## src/hw/rtl/zolr_pkg.sv

```systemverilog
// ============================================================================
// zolr_pkg - shared types and codes for the ordered list reorder block
// Operation codes, status codes, sequencer states and the result bundle.
// ============================================================================
`default_nettype none

package zolr_pkg;

  localparam int MAX_ENTRIES_DEF = 16;

  localparam int ID_W     = 16;
  localparam int MODE_W   = 3;
  localparam int STATUS_W = 2;
  localparam int POS_W    = 8;
  localparam int COUNT_W  = 9;

  // operation codes
  localparam logic [MODE_W-1:0] MODE_APPEND = 3'd0;
  localparam logic [MODE_W-1:0] MODE_FRONT  = 3'd1;
  localparam logic [MODE_W-1:0] MODE_BACK   = 3'd2;
  localparam logic [MODE_W-1:0] MODE_FWD    = 3'd3;
  localparam logic [MODE_W-1:0] MODE_BWD    = 3'd4;
  localparam logic [MODE_W-1:0] MODE_CLEAR  = 3'd5;

  // status codes
  localparam logic [STATUS_W-1:0] STATUS_OK        = 2'd0;
  localparam logic [STATUS_W-1:0] STATUS_NOT_FOUND = 2'd1;
  localparam logic [STATUS_W-1:0] STATUS_FULL      = 2'd2;
  localparam logic [STATUS_W-1:0] STATUS_BAD       = 2'd3;

  typedef enum logic [1:0] {
    S_IDLE,
    S_SCAN,
    S_SHIFT
  } state_t;

  typedef struct packed {
    logic [STATUS_W-1:0] status;
    logic [POS_W-1:0]    position;
    logic [COUNT_W-1:0]  entry_count;
  } result_t;

endpackage

`default_nettype wire

```

## src/hw/rtl/zolr_mem.sv

```systemverilog
// ============================================================================
// zolr_mem - list entry storage
// One write port, one read port, registered read data.
// ============================================================================
`default_nettype none

module zolr_mem #(
  parameter int DEPTH  = zolr_pkg::MAX_ENTRIES_DEF,
  parameter int DATA_W = zolr_pkg::ID_W
) (
  input  wire logic                      clk,
  input  wire logic                      we,
  input  wire logic [$clog2(DEPTH)-1:0]  waddr,
  input  wire logic [DATA_W-1:0]         wdata,
  input  wire logic                      re,
  input  wire logic [$clog2(DEPTH)-1:0]  raddr,
  output logic      [DATA_W-1:0]         rdata
);

  logic [DATA_W-1:0] mem [DEPTH];
  logic [DATA_W-1:0] rdata_r;

  always_ff @(posedge clk) begin
    if (we) begin
      mem[waddr] <= wdata;
    end
    if (re) begin
      rdata_r <= mem[raddr];
    end
  end

  assign rdata = rdata_r;

endmodule

`default_nettype wire

```

## src/hw/rtl/zolr_seq.sv

```systemverilog
// ============================================================================
// zolr_seq - list sequencer
// Scans the store one entry a cycle for the first match, then walks the
// shift pass through the separate read and write ports and drops the item in place.
// ============================================================================
`default_nettype none

module zolr_seq #(
  parameter int MAX_ENTRIES = zolr_pkg::MAX_ENTRIES_DEF
) (
  input  wire logic                                clk,
  input  wire logic                                rst_n,
  input  wire logic                                start,
  input  wire logic [zolr_pkg::MODE_W-1:0]         mode,
  input  wire logic [zolr_pkg::ID_W-1:0]           item_id,
  output logic                                     busy,
  output logic                                     mem_we,
  output logic      [$clog2(MAX_ENTRIES)-1:0]      mem_waddr,
  output logic      [zolr_pkg::ID_W-1:0]           mem_wdata,
  output logic                                     mem_re,
  output logic      [$clog2(MAX_ENTRIES)-1:0]      mem_raddr,
  input  wire logic [zolr_pkg::ID_W-1:0]           mem_rdata,
  output logic                                     done,
  output zolr_pkg::result_t                        res
);

  localparam int IDX_W   = $clog2(MAX_ENTRIES);
  localparam int LEN_W   = $clog2(MAX_ENTRIES + 1);
  localparam int ID_W    = zolr_pkg::ID_W;
  localparam int MODE_W  = zolr_pkg::MODE_W;
  localparam int POS_W   = zolr_pkg::POS_W;
  localparam int COUNT_W = zolr_pkg::COUNT_W;

  zolr_pkg::state_t state_r, state_nxt;
  logic [LEN_W-1:0]  len_r, len_nxt;
  logic [MODE_W-1:0] mode_r, mode_nxt;
  logic [ID_W-1:0]   id_r, id_nxt;
  logic [LEN_W-1:0]  scan_r, scan_nxt;
  logic              cmp_v_r, cmp_v_nxt;
  logic [IDX_W-1:0]  cmp_idx_r, cmp_idx_nxt;
  logic              dir_up_r, dir_up_nxt;
  logic [IDX_W-1:0]  rem_r, rem_nxt;
  logic [IDX_W-1:0]  rd_ptr_r, rd_ptr_nxt;
  logic [IDX_W-1:0]  wr_ptr_r, wr_ptr_nxt;
  logic              wpend_r, wpend_nxt;

  logic [LEN_W-1:0]  k_len;
  logic              hit;

  assign k_len = LEN_W'(cmp_idx_r);
  assign hit   = cmp_v_r && (mem_rdata == id_r);
  assign busy  = (state_r != zolr_pkg::S_IDLE);

  always_ff @(posedge clk) begin
    if (!rst_n) begin
      state_r <= zolr_pkg::S_IDLE;
      len_r   <= '0;
      cmp_v_r <= 1'b0;
      wpend_r <= 1'b0;
    end else begin
      state_r <= state_nxt;
      len_r   <= len_nxt;
      cmp_v_r <= cmp_v_nxt;
      wpend_r <= wpend_nxt;
    end
  end

  always_ff @(posedge clk) begin
    mode_r    <= mode_nxt;
    id_r      <= id_nxt;
    scan_r    <= scan_nxt;
    cmp_idx_r <= cmp_idx_nxt;
    dir_up_r  <= dir_up_nxt;
    rem_r     <= rem_nxt;
    rd_ptr_r  <= rd_ptr_nxt;
    wr_ptr_r  <= wr_ptr_nxt;
  end

  always_comb begin
    state_nxt   = state_r;
    len_nxt     = len_r;
    mode_nxt    = mode_r;
    id_nxt      = id_r;
    scan_nxt    = scan_r;
    cmp_v_nxt   = cmp_v_r;
    cmp_idx_nxt = cmp_idx_r;
    dir_up_nxt  = dir_up_r;
    rem_nxt     = rem_r;
    rd_ptr_nxt  = rd_ptr_r;
    wr_ptr_nxt  = wr_ptr_r;
    wpend_nxt   = wpend_r;
    mem_we      = 1'b0;
    mem_waddr   = '0;
    mem_wdata   = '0;
    mem_re      = 1'b0;
    mem_raddr   = '0;
    done        = 1'b0;
    res         = '0;

    unique case (state_r)
      zolr_pkg::S_IDLE: begin
        if (start) begin
          case (mode)
            zolr_pkg::MODE_APPEND: begin
              done = 1'b1;
              if (len_r == LEN_W'(MAX_ENTRIES)) begin
                res.status      = zolr_pkg::STATUS_FULL;
                res.entry_count = COUNT_W'(len_r);
              end else begin
                mem_we          = 1'b1;
                mem_waddr       = len_r[IDX_W-1:0];
                mem_wdata       = item_id;
                len_nxt         = len_r + 1'b1;
                res.status      = zolr_pkg::STATUS_OK;
                res.position    = POS_W'(len_r);
                res.entry_count = COUNT_W'(len_nxt);
              end
            end
            zolr_pkg::MODE_CLEAR: begin
              done    = 1'b1;
              len_nxt = '0;
            end
            zolr_pkg::MODE_FRONT, zolr_pkg::MODE_BACK,
            zolr_pkg::MODE_FWD, zolr_pkg::MODE_BWD: begin
              mode_nxt  = mode;
              id_nxt    = item_id;
              scan_nxt  = '0;
              cmp_v_nxt = 1'b0;
              state_nxt = zolr_pkg::S_SCAN;
            end
            default: begin
              // unused codes: report current length, no change
              done            = 1'b1;
              res.entry_count = COUNT_W'(len_r);
            end
          endcase
        end
      end

      zolr_pkg::S_SCAN: begin
        if (hit) begin
          // first match at cmp_idx_r: set up the shift pass
          cmp_v_nxt  = 1'b0;
          wr_ptr_nxt = cmp_idx_r;
          wpend_nxt  = 1'b0;
          state_nxt  = zolr_pkg::S_SHIFT;
          case (mode_r)
            zolr_pkg::MODE_FRONT: begin
              dir_up_nxt = 1'b1;
              rem_nxt    = IDX_W'(len_r - k_len - LEN_W'(1));
            end
            zolr_pkg::MODE_BACK: begin
              dir_up_nxt = 1'b0;
              rem_nxt    = cmp_idx_r;
            end
            zolr_pkg::MODE_FWD: begin
              dir_up_nxt = 1'b1;
              rem_nxt    = ((k_len + LEN_W'(1)) < len_r) ? IDX_W'(1) : '0;
            end
            default: begin
              dir_up_nxt = 1'b0;
              rem_nxt    = (cmp_idx_r != '0) ? IDX_W'(1) : '0;
            end
          endcase
          rd_ptr_nxt = dir_up_nxt ? cmp_idx_r + 1'b1 : cmp_idx_r - 1'b1;
        end else if (scan_r < len_r) begin
          mem_re      = 1'b1;
          mem_raddr   = scan_r[IDX_W-1:0];
          cmp_idx_nxt = scan_r[IDX_W-1:0];
          cmp_v_nxt   = 1'b1;
          scan_nxt    = scan_r + 1'b1;
        end else begin
          // every entry compared, no match
          cmp_v_nxt       = 1'b0;
          done            = 1'b1;
          res.status      = zolr_pkg::STATUS_NOT_FOUND;
          res.entry_count = COUNT_W'(len_r);
          state_nxt       = zolr_pkg::S_IDLE;
        end
      end

      zolr_pkg::S_SHIFT: begin
        if (wpend_r) begin
          mem_we     = 1'b1;
          mem_waddr  = wr_ptr_r;
          mem_wdata  = mem_rdata;
          wr_ptr_nxt = dir_up_r ? wr_ptr_r + 1'b1 : wr_ptr_r - 1'b1;
        end
        if (rem_r != '0) begin
          mem_re     = 1'b1;
          mem_raddr  = rd_ptr_r;
          rd_ptr_nxt = dir_up_r ? rd_ptr_r + 1'b1 : rd_ptr_r - 1'b1;
          rem_nxt    = rem_r - 1'b1;
          wpend_nxt  = 1'b1;
        end else begin
          wpend_nxt = 1'b0;
        end
        if ((rem_r == '0) && !wpend_r) begin
          // gap is open at wr_ptr_r: drop the item there
          mem_we          = 1'b1;
          mem_waddr       = wr_ptr_r;
          mem_wdata       = id_r;
          done            = 1'b1;
          res.status      = zolr_pkg::STATUS_OK;
          res.position    = POS_W'(wr_ptr_r);
          res.entry_count = COUNT_W'(len_r);
          state_nxt       = zolr_pkg::S_IDLE;
        end
      end

      default: begin
        state_nxt = zolr_pkg::S_IDLE;
      end
    endcase
  end

endmodule

`default_nettype wire

```

## src/hw/rtl/z_order_list_reorder_top.sv

```systemverilog
// ============================================================================
// z_order_list_reorder_top - ordered list with move-to-front and swaps
// Keeps up to MAX_ENTRIES 16-bit identifiers (index 0 = back) and applies
// append, move to front/back, one-place swaps and clear.
// ============================================================================
// Using the block: an item is taken when start is high and busy is low, and
// it always produces exactly one result, shown for a single cycle with
// out_valid high in the cycle after the sequencer finishes. There is no way to
// hold a result off, so the receiver must capture it on that cycle. Append,
// clear and the unused codes (six, seven) finish in the accept cycle itself:
// busy never rises and a new item can follow on the very next cycle. The
// move codes (to front, to back, forward, backward) raise busy while a
// sequencer walks the entry memory, which has one read and one write port:
// the search reads one entry per cycle from index 0 up to the first match
// (or through the whole list when nothing matches), then the shift pass
// moves one entry per cycle and finally writes the item into the gap. The
// longest busy stretch is the front entry of a full list moved to the back
// (longest search and longest shift). Only the first (lowest index) match
// of a duplicated identifier is moved. Reset clears the list length;
// the entry memory itself is not cleared and needs no clearing pass.
// ============================================================================
`default_nettype none

module z_order_list_reorder_top #(
  parameter int MAX_ENTRIES = zolr_pkg::MAX_ENTRIES_DEF
) (
  input  wire logic                              clk,
  input  wire logic                              rst_n,
  input  wire logic                              start,
  output logic                                   busy,
  input  wire logic [zolr_pkg::MODE_W-1:0]       in_mode,
  input  wire logic [zolr_pkg::ID_W-1:0]         in_item_id,
  output logic                                   out_valid,
  output logic      [zolr_pkg::STATUS_W-1:0]     out_status,
  output logic      [zolr_pkg::POS_W-1:0]        out_position,
  output logic      [zolr_pkg::COUNT_W-1:0]      out_entry_count
);

  localparam int IDX_W = $clog2(MAX_ENTRIES);

  // memory port between sequencer and store
  logic                      mem_we;
  logic [IDX_W-1:0]          mem_waddr;
  logic [zolr_pkg::ID_W-1:0] mem_wdata;
  logic                      mem_re;
  logic [IDX_W-1:0]          mem_raddr;
  logic [zolr_pkg::ID_W-1:0] mem_rdata;

  logic                      done;
  zolr_pkg::result_t         res;

  // result register: one-cycle strobe plus payload
  logic                      out_valid_r;
  zolr_pkg::result_t         res_r;

  zolr_seq #(
    .MAX_ENTRIES (MAX_ENTRIES)
  ) u_seq (
    .clk       (clk),
    .rst_n     (rst_n),
    .start     (start),
    .mode      (in_mode),
    .item_id   (in_item_id),
    .busy      (busy),
    .mem_we    (mem_we),
    .mem_waddr (mem_waddr),
    .mem_wdata (mem_wdata),
    .mem_re    (mem_re),
    .mem_raddr (mem_raddr),
    .mem_rdata (mem_rdata),
    .done      (done),
    .res       (res)
  );

  zolr_mem #(
    .DEPTH  (MAX_ENTRIES),
    .DATA_W (zolr_pkg::ID_W)
  ) u_mem (
    .clk   (clk),
    .we    (mem_we),
    .waddr (mem_waddr),
    .wdata (mem_wdata),
    .re    (mem_re),
    .raddr (mem_raddr),
    .rdata (mem_rdata)
  );

  always_ff @(posedge clk) begin
    if (!rst_n) begin
      out_valid_r <= 1'b0;
    end else begin
      out_valid_r <= done;
    end
  end

  // payload needs no reset; only read under out_valid
  always_ff @(posedge clk) begin
    if (done) begin
      res_r <= res;
    end
  end

  assign out_valid       = out_valid_r;
  assign out_status      = res_r.status;
  assign out_position    = res_r.position;
  assign out_entry_count = res_r.entry_count;

endmodule

`default_nettype wire

```

## config.mk

```make
export PLATFORM = sky130hd
export DESIGN_NAME = z_order_list_reorder_top
export DESIGN_NICKNAME = d
export VERILOG_FILES = /design/src/hw/rtl/zolr_pkg.sv /design/src/hw/rtl/zolr_mem.sv /design/src/hw/rtl/zolr_seq.sv /design/src/hw/rtl/z_order_list_reorder_top.sv
export SDC_FILE = /design/constraint.sdc
export NUM_CORES = 1
export LEC_CHECK = 0
export ABC_AREA = 0
export BUFFER_PORTS_ARGS = -buffer_cell sky130_fd_sc_hd__buf_2
export CORE_MARGIN = 2
export CORE_UTILIZATION = 58
export DETAILED_ROUTE_END_ITERATION = 10
export PLACE_DENSITY = 0.75
export RECOVER_POWER = 50
export SLEW_MARGIN = 20
export SYNTH_ARGS = -nofsm -noshare
export SYNTH_HDL_FRONTEND = slang
export SYNTH_SLANG_ARGS = --single-unit
```

## constraint.sdc

```tcl
create_clock -name clk -period 6.55 [get_ports clk]
set_input_delay 1.31 -clock clk [delete_from_list [all_inputs] [get_ports clk]]
set_output_delay 1.31 -clock clk [all_outputs]
set_load 0.05 [all_outputs]
```

; Yosys cells after proc, flatten, opt, wreduce, memory -nomap -nowiden
; Memories as Yosys holds them, arrays and structs flattened. A register that Yosys moved wholly into a read port is not among the register bits.
; Cells that the tools add are included.
[totals]
wordCells = 163
ramBits = 256
register_bits = 70
mem_count = 1
[classes]
bitwise_logic = 1
add_sub_neg = 12
order_cmp = 2
n_eq_ne = 22
mux = 84
n_reduce_logical = 25
[memory_table]
columns = name, words, width, rd, rd_ports_with_merged_regs, wr, line_no
row1 = u_mem.mem, 16, 16, 1, 1, 1, zolr_mem.sv:20  ; logic [DATA_W-1:0] mem [DEPTH];
[ops]
columns = op, count
row1 = $mux 16, 5
row2 = $mux 4, 17
row3 = $mux 5, 8
row4 = $pmux 4 s2, 5
row5 = $pmux 16 s2, 1
row6 = $pmux 5 s2, 3
row7 = $pmux 9 s3, 1
row8 = $mux 1, 24
row9 = $sub 4x1->4 const B, 5
row10 = $mux 19, 1
row11 = $eq 16x16->1, 1
row12 = $pmux 8 s2, 1
row13 = $reduce_and 3->1, 5
row14 = $mux 2, 7
row15 = $mux 13, 1
row16 = $add 4x1->4 const B, 3
row17 = $eq 3x2->1 const B, 4
row18 = $pmux 2 s3, 2
row19 = $pmux 4 s3, 1
row20 = $add 5x1->5 const B, 2
row21 = $lt 5x5->1, 2
row22 = $mux 10, 1
row23 = $ne 2x1->1 const B, 5
row24 = $mux 9, 1
row25 = 25 further kinds, 40

; Longest topological paths before layout
; Gate-level depths: netlist (run 1).
[depth]
depth_word = 8
ltp_mapped = 13
depth_no_buf = 10

; Hierarchy
; A second synthesis (run 1) with hierarchy kept.
[hier_totals]
hier_cells = 833
hier_area_um2 = 14554.0
[by_module_without_submodules]
columns = module, seq_area_each_um2, area_per_inst_um2, cells_each, instances
row1 = zolr_mem, 8167.8, 10203.5, 432, 1
row2 = zolr_seq, 1411.4, 3753.6, 380, 1
row3 = z_order_list_reorder_top, 590.6, 596.8, 21, 1

; Least setup slack after synthesis (run 1)
; OpenSTA, ideal clock, no wires.
[synth_timing]
path_kind = input -> register
start = input port in_mode[1] (netlist bit)
end = memory u_mem.mem[11][0] (netlist bit), enable pin
t_required_ps = 6162
setup_time_ps = 388
setup_slack_ps = 2918
path_stages = 6
n_path_buf = 0
arrival_ps = 3244
path_cell_list = or3_1 > nor2_1 > nand2_1 > o21ai_0 > nand2_1 > nor2_1
[synth_between]
elab_chain_cells = 6
[synth_lines]
columns = item, line_no
row1 = "start, declared", z_order_list_reorder_top.sv:31  ; input wire logic [zolr_pkg::MODE_W-1:0] in_mode,
row2 = $logic_not 3->1 *, zolr_seq.sv:103  ; case (mode)
row3 = $mux 1, zolr_seq.sv:103
row4 = $mux 1, zolr_seq.sv:102  ; if (start) begin
row5 = $pmux 1 s2, zolr_seq.sv:100  ; unique case (state_r)
row6 = $mux 1, zolr_mem.sv:24  ; if (we) begin
row7 = $mux 1 (not written as such), zolr_mem.sv:25  ; mem[waddr] <= wdata;
row8 = "end, declared", zolr_mem.sv:20
; Every way passes the cells marked *; elsewhere a longest branch is shown, timed or not.

; Worst setup path in the final report (run 1)
[layout_timing]
start = register u_seq.len_r[1]
end = register u_mem.rdata_r[15] (netlist: u_mem.rdata[15]) (read register of u_mem.mem), data pin
[layout_between]
elab_chain_cells = 4
[layout_lines]
columns = item, line_no
row1 = "start, declared", zolr_seq.sv:35  ; logic [LEN_W-1:0] len_r, len_nxt;
row2 = "start signal, assigned", zolr_seq.sv:62  ; len_r <= len_nxt;
row3 = $lt 5x5->1 *, zolr_seq.sv:166  ; end else if (scan_r < len_r) begin
row4 = $mux 4 / $mux 1 (equally long branches), zolr_seq.sv:166
row5 = $mux 4 / $mux 1 (equally long branches), zolr_seq.sv:141  ; if (hit) begin
row6 = $pmux 4 s2 / $pmux 1 s2 (equally long branches), zolr_seq.sv:100
row7 = "end, declared", zolr_mem.sv:21  ; logic [DATA_W-1:0] rdata_r;
; Marks and branches as above.
; A chain may end at the register's enable or synchronous reset.

==> results.py, run 1 <==
metrics = {
    "worst_setup_path": {
        "ff2ff_setup_slack_ns": 1.35,
        "start_kind": "flop",
        "rr_endpoint": "u_mem.rdata[15]",
        "reg2reg_from": "u_seq.len_r[1]",
        "cp_data_required_time_ns": 6.79,
        "crit_type": "flop to flop",
        "crit_path_max_fanout": 64,
        "endpoint_kind": "flop",
        "arrival_ns": 5.44,
        "rr_worst_depth": 10,
    },
    "logic_synthesis": {
        "ys_types": 62,
        "yosys-top-cells-area": "edfxtp_1, mux2_2, ha_1, mux2i_1, a221o_1",
        "synth-seq-cells": 335,
        "seq_area_frac_synth_pct": 65.4,
        "synth_ff_type": "edfxtp_1",
        "synth_area_per_cell_um2": 14.1,
        "yosysWarnings": 0,
        "synth_top_area_cell": "edfxtp_1",
        "synth_edf_count": 325,
        "yosys.area.top_type_share_pct": 64.1,
        "synth_cells": 1083,
        "synth.cell_area_um2": 15200,
        "synth-async-reset-ratio_pct": 0,
    },
    "die": {
        "num_rows": 59,
        "die_area_um2": 27600,
        "core-area_um2": 25900,
        "die_y_um": 166,
        "die_w_um": 166,
        "io_pins": 43,
        "initial_core_util_pct": 58.7,
    },
    "pwr": {
        "ir_drop_mv": 0.253,
        "power.leakage_uw": 0.00547,
        "power.density_nw_per_um2": 267,
    },
    "worst_hold_path": {
        "min_from": "u_seq.cmp_v_r",
        "whs_path_depth": 2,
        "hold_end": "u_seq.cmp_v_r",
        "worst_hold_path_type": "flop to flop",
    },
    "detailed_routing": {
        "drt-wirelength-per-cell_um": 25.2,
        "ant_nets": 0,
        "vias": 9567,
        "wl_mm": 37.4,
        "drc": 0,
        "vias_per_cell": 6.44,
        "drt_first_pass_iters": 6,
        "drt_iter0_drc": 1338,
    },
    "layout": {
        "diodes": 0,
        "seqCellArea_um2": 9960,
        "multi_input_comb_area_um2": 4870,
        "drive_gt1_share_pct": 12.8,
        "syn_to_final_growth_pct": 10.3,
        "fillCellCount": 1839,
        "nets": 1181,
    },
    "placement": {
        "portBuffers": 35,
        "routabilityCongestion": 0.919,
        "hpwlAfterDp_mm": 23.1,
    },
    "timing": {
        "worst_pin_slew_ns": 1.63,
        "setup_viol": 0,
        "fin_crit_sh_pct": 79.3,
        "rsz0062_at_grt": "false",
        "finClkSkew_ns": 0.0164,
        "min_period_ns": 5.20,
        "holdWs_ns": 0.560,
        "fmax_mhz": 192,
        "setup_tns_ns": 0,
        "hold_violations": 0,
        "slew_violations": 17,
        "slew_headroom_pct": -8.70,
    },
    "global_route": {
        "grt_pass1_vias": 9441,
        "grt-ovfl-total": 0,
        "grt_pass1_wl_mm": 57.2,
        "grt_max_degree": 65,
        "grt_usage_pct": 27.2,
        "antenna_found_initial": 0,
    },
    "status": {
        "outcome": "finished, violations left",
        "violations": "max-capacitance violations, max-slew violations",
    },
    "cts": {
        "cts_made_buffers": 35,
        "htreeDepth": 2,
        "clkSlewWorstSetupHoldPaths_ns": 0.06,
        "clock-sinks": 335,
        "ctsHoldBuffers": 0,
        "clockRootBuffer": "clkbuf_16",
        "cts_resized": 0,
        "tritoncts": "built",
        "cts_setup_buffers": 0,
        "max-clock-path-buffers": 3,
        "clk_latency_ns": 0.52,
    },
    "job": {
        "drv_cap": 1,
    },
}
==> where the power goes <==
part           total [uW]  switching [uW]  leakage, uW  internal [uW]
clock                1900             812     0.000530           1090
combinational         205             150      0.00217           55.3
sequential           2380            24.9      0.00277           2360
total                4490             986      0.00547           3500
==> cell type report <==
class                   count  area share (%)
flip-flops and latches    335            59.3
clock buffers              42            5.50
repair buffers             62            1.93
clock inverters            19           0.969
well taps                 335            2.50
inverters                  36           0.805
multi-input cells         656            29.0
==> stage by stage <==
| step | power [uW] | instance area (um^2) | setup slack (ns) | std cells | utilization [%] |
|---|---|---|---|---|---|
| after floorplan | 2570 | 15200 | 2.92 | 1089 | - |
| after CTS | 4510 | 16900 | 1.91 | 1485 | 65.1 |
| after detailed placement | 2640 | 15800 | 1.98 | 1424 | 60.9 |
| after global placement | 2630 | 15800 | 2.19 | 1424 | 60.9 |
| after global routing | 4610 | 16800 | 1.08 | 1485 | 64.8 |
| final | 4490 | 16800 | 1.35 | 1485 | 64.8 |
==> flip-flops by register name, summed over array words and instances, names as in the netlist, 3 cells and up <==
register and count:
u_seq.rd_ptr_r 4, u_seq.len_r 5, u_seq.cmp_idx_r 4, u_seq.id_r 16, u_seq.mode_r 3, u_mem.mem 256, u_seq.scan_r 5, u_seq.wr_ptr_r 4
out_position 5, out_entry_count 5, u_seq.rem_r 4, u_mem.rdata 16
==> placed cells by master (no fill, tap or decap), types with 18 or more instances in the layout <==
master / netlist / layout
a21oi_1: 55 / 54
a221o_1: 32 / 32
buf_4: 11 / 19
clkbuf_1: 36 / 45
clkbuf_16: 0 / 36
edfxtp_1: 325 / 325
ha_1: 29 / 28
inv_1: 35 / 35
mux2_2: 37 / 37
mux2i_1: 35 / 35
nand2_1: 82 / 82
nand2b_1: 51 / 51
nand4_1: 18 / 18
nor2_1: 61 / 58
o21ai_0: 26 / 28
xor2_1: 20 / 20
==> worst max-delay path by stage <==
| stage | from | endpoint | slack [ns] |
|---|---|---|---|
| floorplan | in_mode[1] | u_mem.mem[11][0] | 2.92 |
| global placement | u_seq.state_r[0] | u_mem.rdata[14] | 2.19 |
| detailed placement | u_seq.state_r[0] | u_mem.rdata[15] | 1.98 |
| CTS | u_seq.state_r[0] | u_mem.rdata[15] | 1.91 |
| global route | u_seq.len_r[3] | u_mem.rdata[15] | 1.08 |
| finish | u_seq.len_r[1] | u_mem.rdata[15] | 1.35 |
==> metal layers <==
metal  GRT usage [%]  vias up  part of all wire, %
li1                -     4256                    -
met1            36.9     4741                   40
met2            43.9      480                   47
met3            4.67       90                  8.3
met4            11.6        0                  4.4
met5               0        -                    0
==> synthesized netlist by cell type, drive strengths merged (4+ instances only) <==
master,n
a2111oi,16
inv,35
a21oi,55
a222oi,16
xnor2,17
nand2b,51
nor2b,12
nor2,61
o21ai,28
edfxtp,325
mux2,49
a221oi,17
nor4,6
a22oi,7
ha,29
fa,4
nand3,14
and2,8
buf,26
mux2i,35
xor2,20
nand4,18
a21o,7
dfxtp,10
a211oi,18
nand2,82
clkbuf,36
nor3,9
a221o,32
o21a,5
and3,5
==> worst max-delay path: stages (launching register included) <==
cell and delay [ns]:
dfxtp_1 0.54, inv_1 0.22, ha_1 0.32, a21oi_1 0.17
o21ai_0 0.42, a211oi_4 0.66, clkbuf_1 0.68, a21o_4 0.90
mux2_2 0.43, a221oi_1 0.33, nand4_1 0.15
==> cells by family after synthesis <==
group,synth area share (%)
AOI/OAI and AO/OA,11.3
xor gates and xnor gates,2.13
adders and majority gates,2.91
buffers and inverters,2.92
DFF,65.4
muxes,6.20
other,0.0246
and+or+nand+nor,9.12
No activity file was read; power rests on OpenSTA's default activity.
==> run 2, diff against run 1 <==
--- a/config.mk
+++ b/config.mk
@@ -8,9 +8,9 @@
 export ABC_AREA = 0
 export BUFFER_PORTS_ARGS = -buffer_cell sky130_fd_sc_hd__buf_2
 export CORE_MARGIN = 2
-export CORE_UTILIZATION = 58
+export CORE_UTILIZATION = 56
 export DETAILED_ROUTE_END_ITERATION = 10
-export PLACE_DENSITY = 0.75
+export PLACE_DENSITY = 0.76
 export RECOVER_POWER = 50
 export SLEW_MARGIN = 20
 export SYNTH_ARGS = -nofsm -noshare
==> constraint.sdc (replaced) <==
create_clock -name clk -period 4.18 [get_ports clk]
set_input_delay 0.836 -clock clk [delete_from_list [all_inputs] [get_ports clk]]
set_output_delay 0.836 -clock clk [all_outputs]
set_load 0.05 [all_outputs]
==> run 2 against run 1 <==
  * Sequential power up 57%
  * Largest cell class unchanged
  * Register-to-register slack got worse by 1.0 ns
  * Sequential cell count did not move
  * The flow now finishes without violations
  * Worst setup slack got worse by 1.0 ns
  * Clock-buffer cell count rose by 3
  * Core utilization down 0.88 points
  * Die area up 3.5%
  * Non-clock buffer count increased by 25
  * Power increased by 61%
  * Largest power group unchanged
  * Critical path depth decreased by 1
==> results.py, run 2 (synthesis gave the netlist of run 1 again) <==
metrics = {
    "global_route": {
        "antenna_found_initial": 0,
        "grt-ovfl-total": 0,
        "grt_pass1_wl_mm": 58.0,
        "grt_usage_pct": 27.4,
        "grt_pass1_vias": 9695,
        "grt_max_degree": 64,
    },
    "die": {
        "io_pins": 43,
        "die_y_um": 169,
        "initial_core_util_pct": 56.8,
        "core-area_um2": 26800,
        "num_rows": 60,
        "die_w_um": 169,
        "die_area_um2": 28500,
    },
    "placement": {
        "portBuffers": 35,
        "routabilityCongestion": 0.935,
        "hpwlAfterDp_mm": 23.9,
    },
    "detailed_routing": {
        "drt-wirelength-per-cell_um": 25.6,
        "wl_mm": 38.9,
        "vias": 9851,
        "ant_nets": 0,
        "vias_per_cell": 6.49,
        "drc": 0,
        "drt_iter0_drc": 1289,
        "drt_first_pass_iters": 6,
    },
    "layout": {
        "largest_register_ffs": 256,
        "fin_util_pct": 63.9,
        "drive_gt1_share_pct": 14.8,
        "diodes": 0,
        "layout_common_cells": "edfxtp_1, nand2_1, nor2_1",
        "final_common_cell": "edfxtp_1",
        "nets": 1206,
        "syn_to_final_growth_pct": 12.6,
        "regMostFlops": "u_mem.mem",
    },
    "worst_setup_path": {
        "path_buf_inv": 1,
        "cp_common_cell": "nand4_1",
        "cp_data_required_time_ns": 4.43,
        "cpLargestDelayFamily": "compound AO/OA/AOI/OAI gates",
        "crit_path_max_incr_delay_ns": 0.78,
        "start_kind": "flop",
        "critical_path.cell_chain": "xor2_1 -> nor4_1 -> nand4_1 -> o21ai_0 -> o31a_2 -> nor3_4 -> buf_4 -> a221oi_1 -> nand4_1",
        "arrival_ns": 4.12,
        "crit_path_max_fanout": 18,
        "endpoint_kind": "flop",
        "crit_type": "flop to flop",
        "slowest_stage": "o21ai_0",
    },
    "cts": {
        "htreeDepth": 2,
        "clkSlewWorstSetupHoldPaths_ns": 0.06,
        "cts_resized": 0,
        "clock-sinks": 335,
        "clockRootBuffer": "clkbuf_16",
        "ctsHoldBuffers": 0,
        "cts_setup_buffers": 0,
        "max-clock-path-buffers": 3,
        "tritoncts": "built",
        "cts_made_buffers": 35,
        "clk_latency_ns": 0.52,
    },
    "timing": {
        "setup_tns_ns": 0,
        "finClkSkew_ns": 0.0106,
        "worst_pin_slew_ns": 1.30,
        "fin_crit_sh_pct": 92.6,
        "slew_violations": 0,
        "slew_headroom_pct": 13.6,
        "fmax_mhz": 258,
        "hold_violations": 0,
        "min_period_ns": 3.87,
        "rsz0062_at_grt": "false",
        "setup_viol": 0,
    },
    "pwr": {
        "power.density_nw_per_um2": 421,
        "ir_drop_mv": 0.361,
        "power.leakage_uw": 0.00567,
    },
    "status": {
        "outcome": "complete, no violations",
    },
    "worst_hold_path": {
        "worst_hold_path_type": "primary input to flop",
    },
    "job": {
        "drv_cap": 0,
    },
}
## run 2: cell types whose count changed in the layout (fill, tap and decap cells not counted), moves of 2 or more
cell       delta
buf_4        +20
buf_12        +6
and2_0        -2
and2_1        +2
bufinv_16     +2
clkbuf_8      +2
nor2_1        +2
## run 2: area by class of cell
type	instances	area, um^2
sequential	335	9960
fill	1957	9670
multi-input combinational	656	4860
clock buffer	45	955
timing repair buffer	87	592
tap	341	427
clock inverter	19	206
inverter	36	135
## run 2: per-layer routing
| metal | GRT usage, % | vias to the layer above | routed length (um) |
|---|---|---|---|
| li1 | - | 4293 | - |
| met1 | 36.8 | 4859 | 15200 |
| met2 | 44.9 | 589 | 18300 |
| met3 | 3.58 | 110 | 3480 |
| met4 | 12.6 | 0 | 1840 |
| met5 | 0 | - | 0 |
## run 2: power breakdown
part           switching [uW]  total [uW]  leakage [uW]  internal (uW)
combinational             248         342       0.00233           93.3
sequential               32.2        3730       0.00277           3700
clock                    1270        3140      0.000570           1870
total                    1550        7210       0.00567           5660
## run 2: metrics by stage
step	worst slack (ns)	cells	total power, uW	instance area (um^2)	hold WS, ns
floorplan	1.02	1089	4030	15200	0.483
global placement	0.611	1455	4140	16000	0.540
detailed placement	0.466	1455	4140	16000	0.552
CTS	0.421	1519	7240	17200	0.502
global route	0.170	1519	7380	17100	0.511
finish	0.309	1519	7210	17100	0.516
## run 2: worst paths after layout
check	start	to	slack (ns)	depth (start not counted)
worst min register to register	u_seq.cmp_v_r	u_seq.cmp_v_r	0.57	2
worst min-delay path	in_item_id[9]	u_seq.id_r[9]	0.52	1
worst max-delay path	u_mem.rdata[11]	u_mem.rdata[14]	0.31	9
worst max register to register	u_mem.rdata[11]	u_mem.rdata[14]	0.31	9
==> run 3, diff against run 2 <==
--- a/config.mk
+++ b/config.mk
@@ -7,6 +7,7 @@
 export LEC_CHECK = 0
 export ABC_AREA = 0
 export BUFFER_PORTS_ARGS = -buffer_cell sky130_fd_sc_hd__buf_2
+export CORE_ASPECT_RATIO = 0.9
 export CORE_MARGIN = 2
 export CORE_UTILIZATION = 56
 export DETAILED_ROUTE_END_ITERATION = 10
==> run 3 against run 2 <==
  * Maximum frequency decreased by 3.3%
  * Clock-buffer cell count down 7
  * Register-to-register slack got worse by 0.13 ns
  * Largest cell class unchanged
  * Largest power group unchanged
==> results.py, run 3 (synthesis gave the netlist of run 1 again) <==
metrics = {
    "global_route": {
        "antenna_found_initial": 0,
        "grt_max_degree": 42,
        "grt-ovfl-total": 0,
        "grt_pass1_vias": 9370,
        "grt_pass1_wl_mm": 56.2,
        "grt_usage_pct": 26.2,
    },
    "pwr": {
        "ir_drop_mv": 0.364,
        "p_sw_uw": 1520,
        "power.leakage_uw": 0.00554,
        "comb_power_share_pct": 4.8,
        "switching_share_pct": 21.9,
        "pwr-share-seq_pct": 53.9,
        "clkPwrFrac_pct": 41.3,
        "power.density_nw_per_um2": 410,
        "p_int_uw": 5410,
    },
    "timing": {
        "min_period_ns": 4.01,
        "worst_pin_slew_ns": 1.39,
        "rsz0062_at_grt": "false",
        "fin_crit_sh_pct": 95.8,
        "setup_viol": 0,
        "slew_headroom_pct": 7.33,
        "fmax_mhz": 250,
        "setup_tns_ns": 0,
        "slew_violations": 0,
        "finClkSkew_ns": 0.0239,
        "setup_ws_ns": 0.175,
        "hold_violations": 0,
    },
    "detailed_routing": {
        "drc": 0,
        "vias_per_cell": 6.43,
        "drt-wirelength-per-cell_um": 24.2,
        "vias": 9792,
        "wl_mm": 36.8,
        "drt_iter0_drc": 1301,
        "ant_nets": 0,
        "drt_first_pass_iters": 6,
    },
    "placement": {
        "portBuffers": 35,
        "hpwlAfterDp_mm": 23.8,
        "routabilityCongestion": 0.905,
        "place_ws_ns": 0.306,
    },
    "worst_hold_path": {
        "hold_end": "u_seq.id_r[7]",
        "worst_hold_path_type": "primary input to flop",
        "min_from": "in_item_id[7]",
        "whs_path_depth": 1,
    },
    "die": {
        "die_area_um2": 28500,
        "core-area_um2": 26900,
        "num_rows": 57,
        "initial_core_util_pct": 56.6,
        "die_w_um": 178,
        "io_pins": 43,
        "die_y_um": 160,
    },
    "worst_setup_path": {
        "arrival_ns": 4.35,
        "path_buf_inv": 3,
        "cpLargestDelayFamily": "compound AO/OA/AOI/OAI gates",
        "start_kind": "flop",
        "slowest_stage": "nand3b_1",
        "rr_endpoint": "u_mem.rdata[7]",
        "cp_common_cell": "buf_4",
        "critical_path.cell_chain": "inv_1 -> ha_1 -> a21o_1 -> a21oi_1 -> o21ai_2 -> a211oi_4 -> buf_4 -> a22oi_4 -> nand3b_1 -> buf_4 -> a221o_1 -> nand4_1",
        "crit_path_max_incr_delay_ns": 0.56,
        "crit_path_max_fanout": 26,
        "cp_data_required_time_ns": 4.52,
        "rr_worst_depth": 12,
        "endpoint_kind": "flop",
        "reg2reg_from": "u_seq.len_r[3]",
        "crit_type": "flop to flop",
        "ff2ff_setup_slack_ns": 0.17,
    },
    "cts": {
        "cts_setup_buffers": 0,
        "clk_latency_ns": 0.53,
        "clkSlewWorstSetupHoldPaths_ns": 0.07,
        "cts_resized": 0,
        "max-clock-path-buffers": 3,
        "htreeDepth": 2,
        "cts_made_buffers": 34,
        "tritoncts": "built",
        "clockRootBuffer": "clkbuf_16",
        "ctsHoldBuffers": 0,
        "clock-sinks": 335,
    },
    "layout": {
        "largest_register_ffs": 256,
        "regMostFlops": "u_mem.mem",
        "diodes": 0,
        "layout_common_cells": "edfxtp_1, nand2_1, nor2_1",
        "nets": 1200,
        "syn_to_final_growth_pct": 11.0,
        "final_common_cell": "edfxtp_1",
        "drive_gt1_share_pct": 14.0,
    },
    "status": {
        "outcome": "complete, no violations",
    },
    "job": {
        "drv_cap": 0,
    },
}
## run 3: power groups by stage
stage / logic (uW) / clock network, uW / registers (uW)
floorplan: 201 / 0 / 3830
detailed placement: 331 / 0 / 3800
CTS: 334 / 2890 / 3730
finish: 330 / 2860 / 3730
global route: 354 / 3020 / 3740
global placement: 322 / 0 / 3800
## run 3: stage by stage
step / utilization [%] / hold WS, ns / cells / total power [uW] / area [um^2]
after detailed placement: 59.3 / 0.565 / 1463 / 4130 / 16000
after floorplan: - / 0.483 / 1089 / 4030 / 15200
after global placement: 59.3 / 0.552 / 1463 / 4120 / 16000
final: 62.8 / 0.500 / 1522 / 6930 / 16900
after global routing: 62.8 / 0.494 / 1522 / 7110 / 16900
after CTS: 63.2 / 0.495 / 1522 / 6950 / 17000
## run 3: how the worst max path moves through the flow
stage,from,end,slack (ns),cells past startpoint
floorplan,in_mode[1],u_mem.mem[11][0],1.02,6
global placement,u_seq.len_r[3],u_mem.rdata[7],0.44,12
detailed placement,u_seq.len_r[3],u_mem.rdata[7],0.31,12
CTS,u_seq.len_r[3],u_mem.rdata[7],0.29,12
global route,u_seq.len_r[3],u_mem.rdata[7],0.06,12
finish,u_seq.len_r[3],u_mem.rdata[7],0.17,12
## run 3: final cells by class
cell class	instances	area, um^2
fillers	1967	10000
flip-flops and latches	335	9960
multi-input cells	656	4870
clock buffers	38	866
repair buffers	82	449
well taps	354	443
clock inverters	21	163
inverters	36	135
## run 3: layer usage
layer | global-route usage [%] | vias to the layer above | routed length [um]
met5 | 0 | - | 0
li1 | - | 4287 | -
met1 | 39.0 | 4826 | 15000
met4 | 8.87 | 0 | 1170
met2 | 39.4 | 579 | 16700
met3 | 4.64 | 100 | 3970
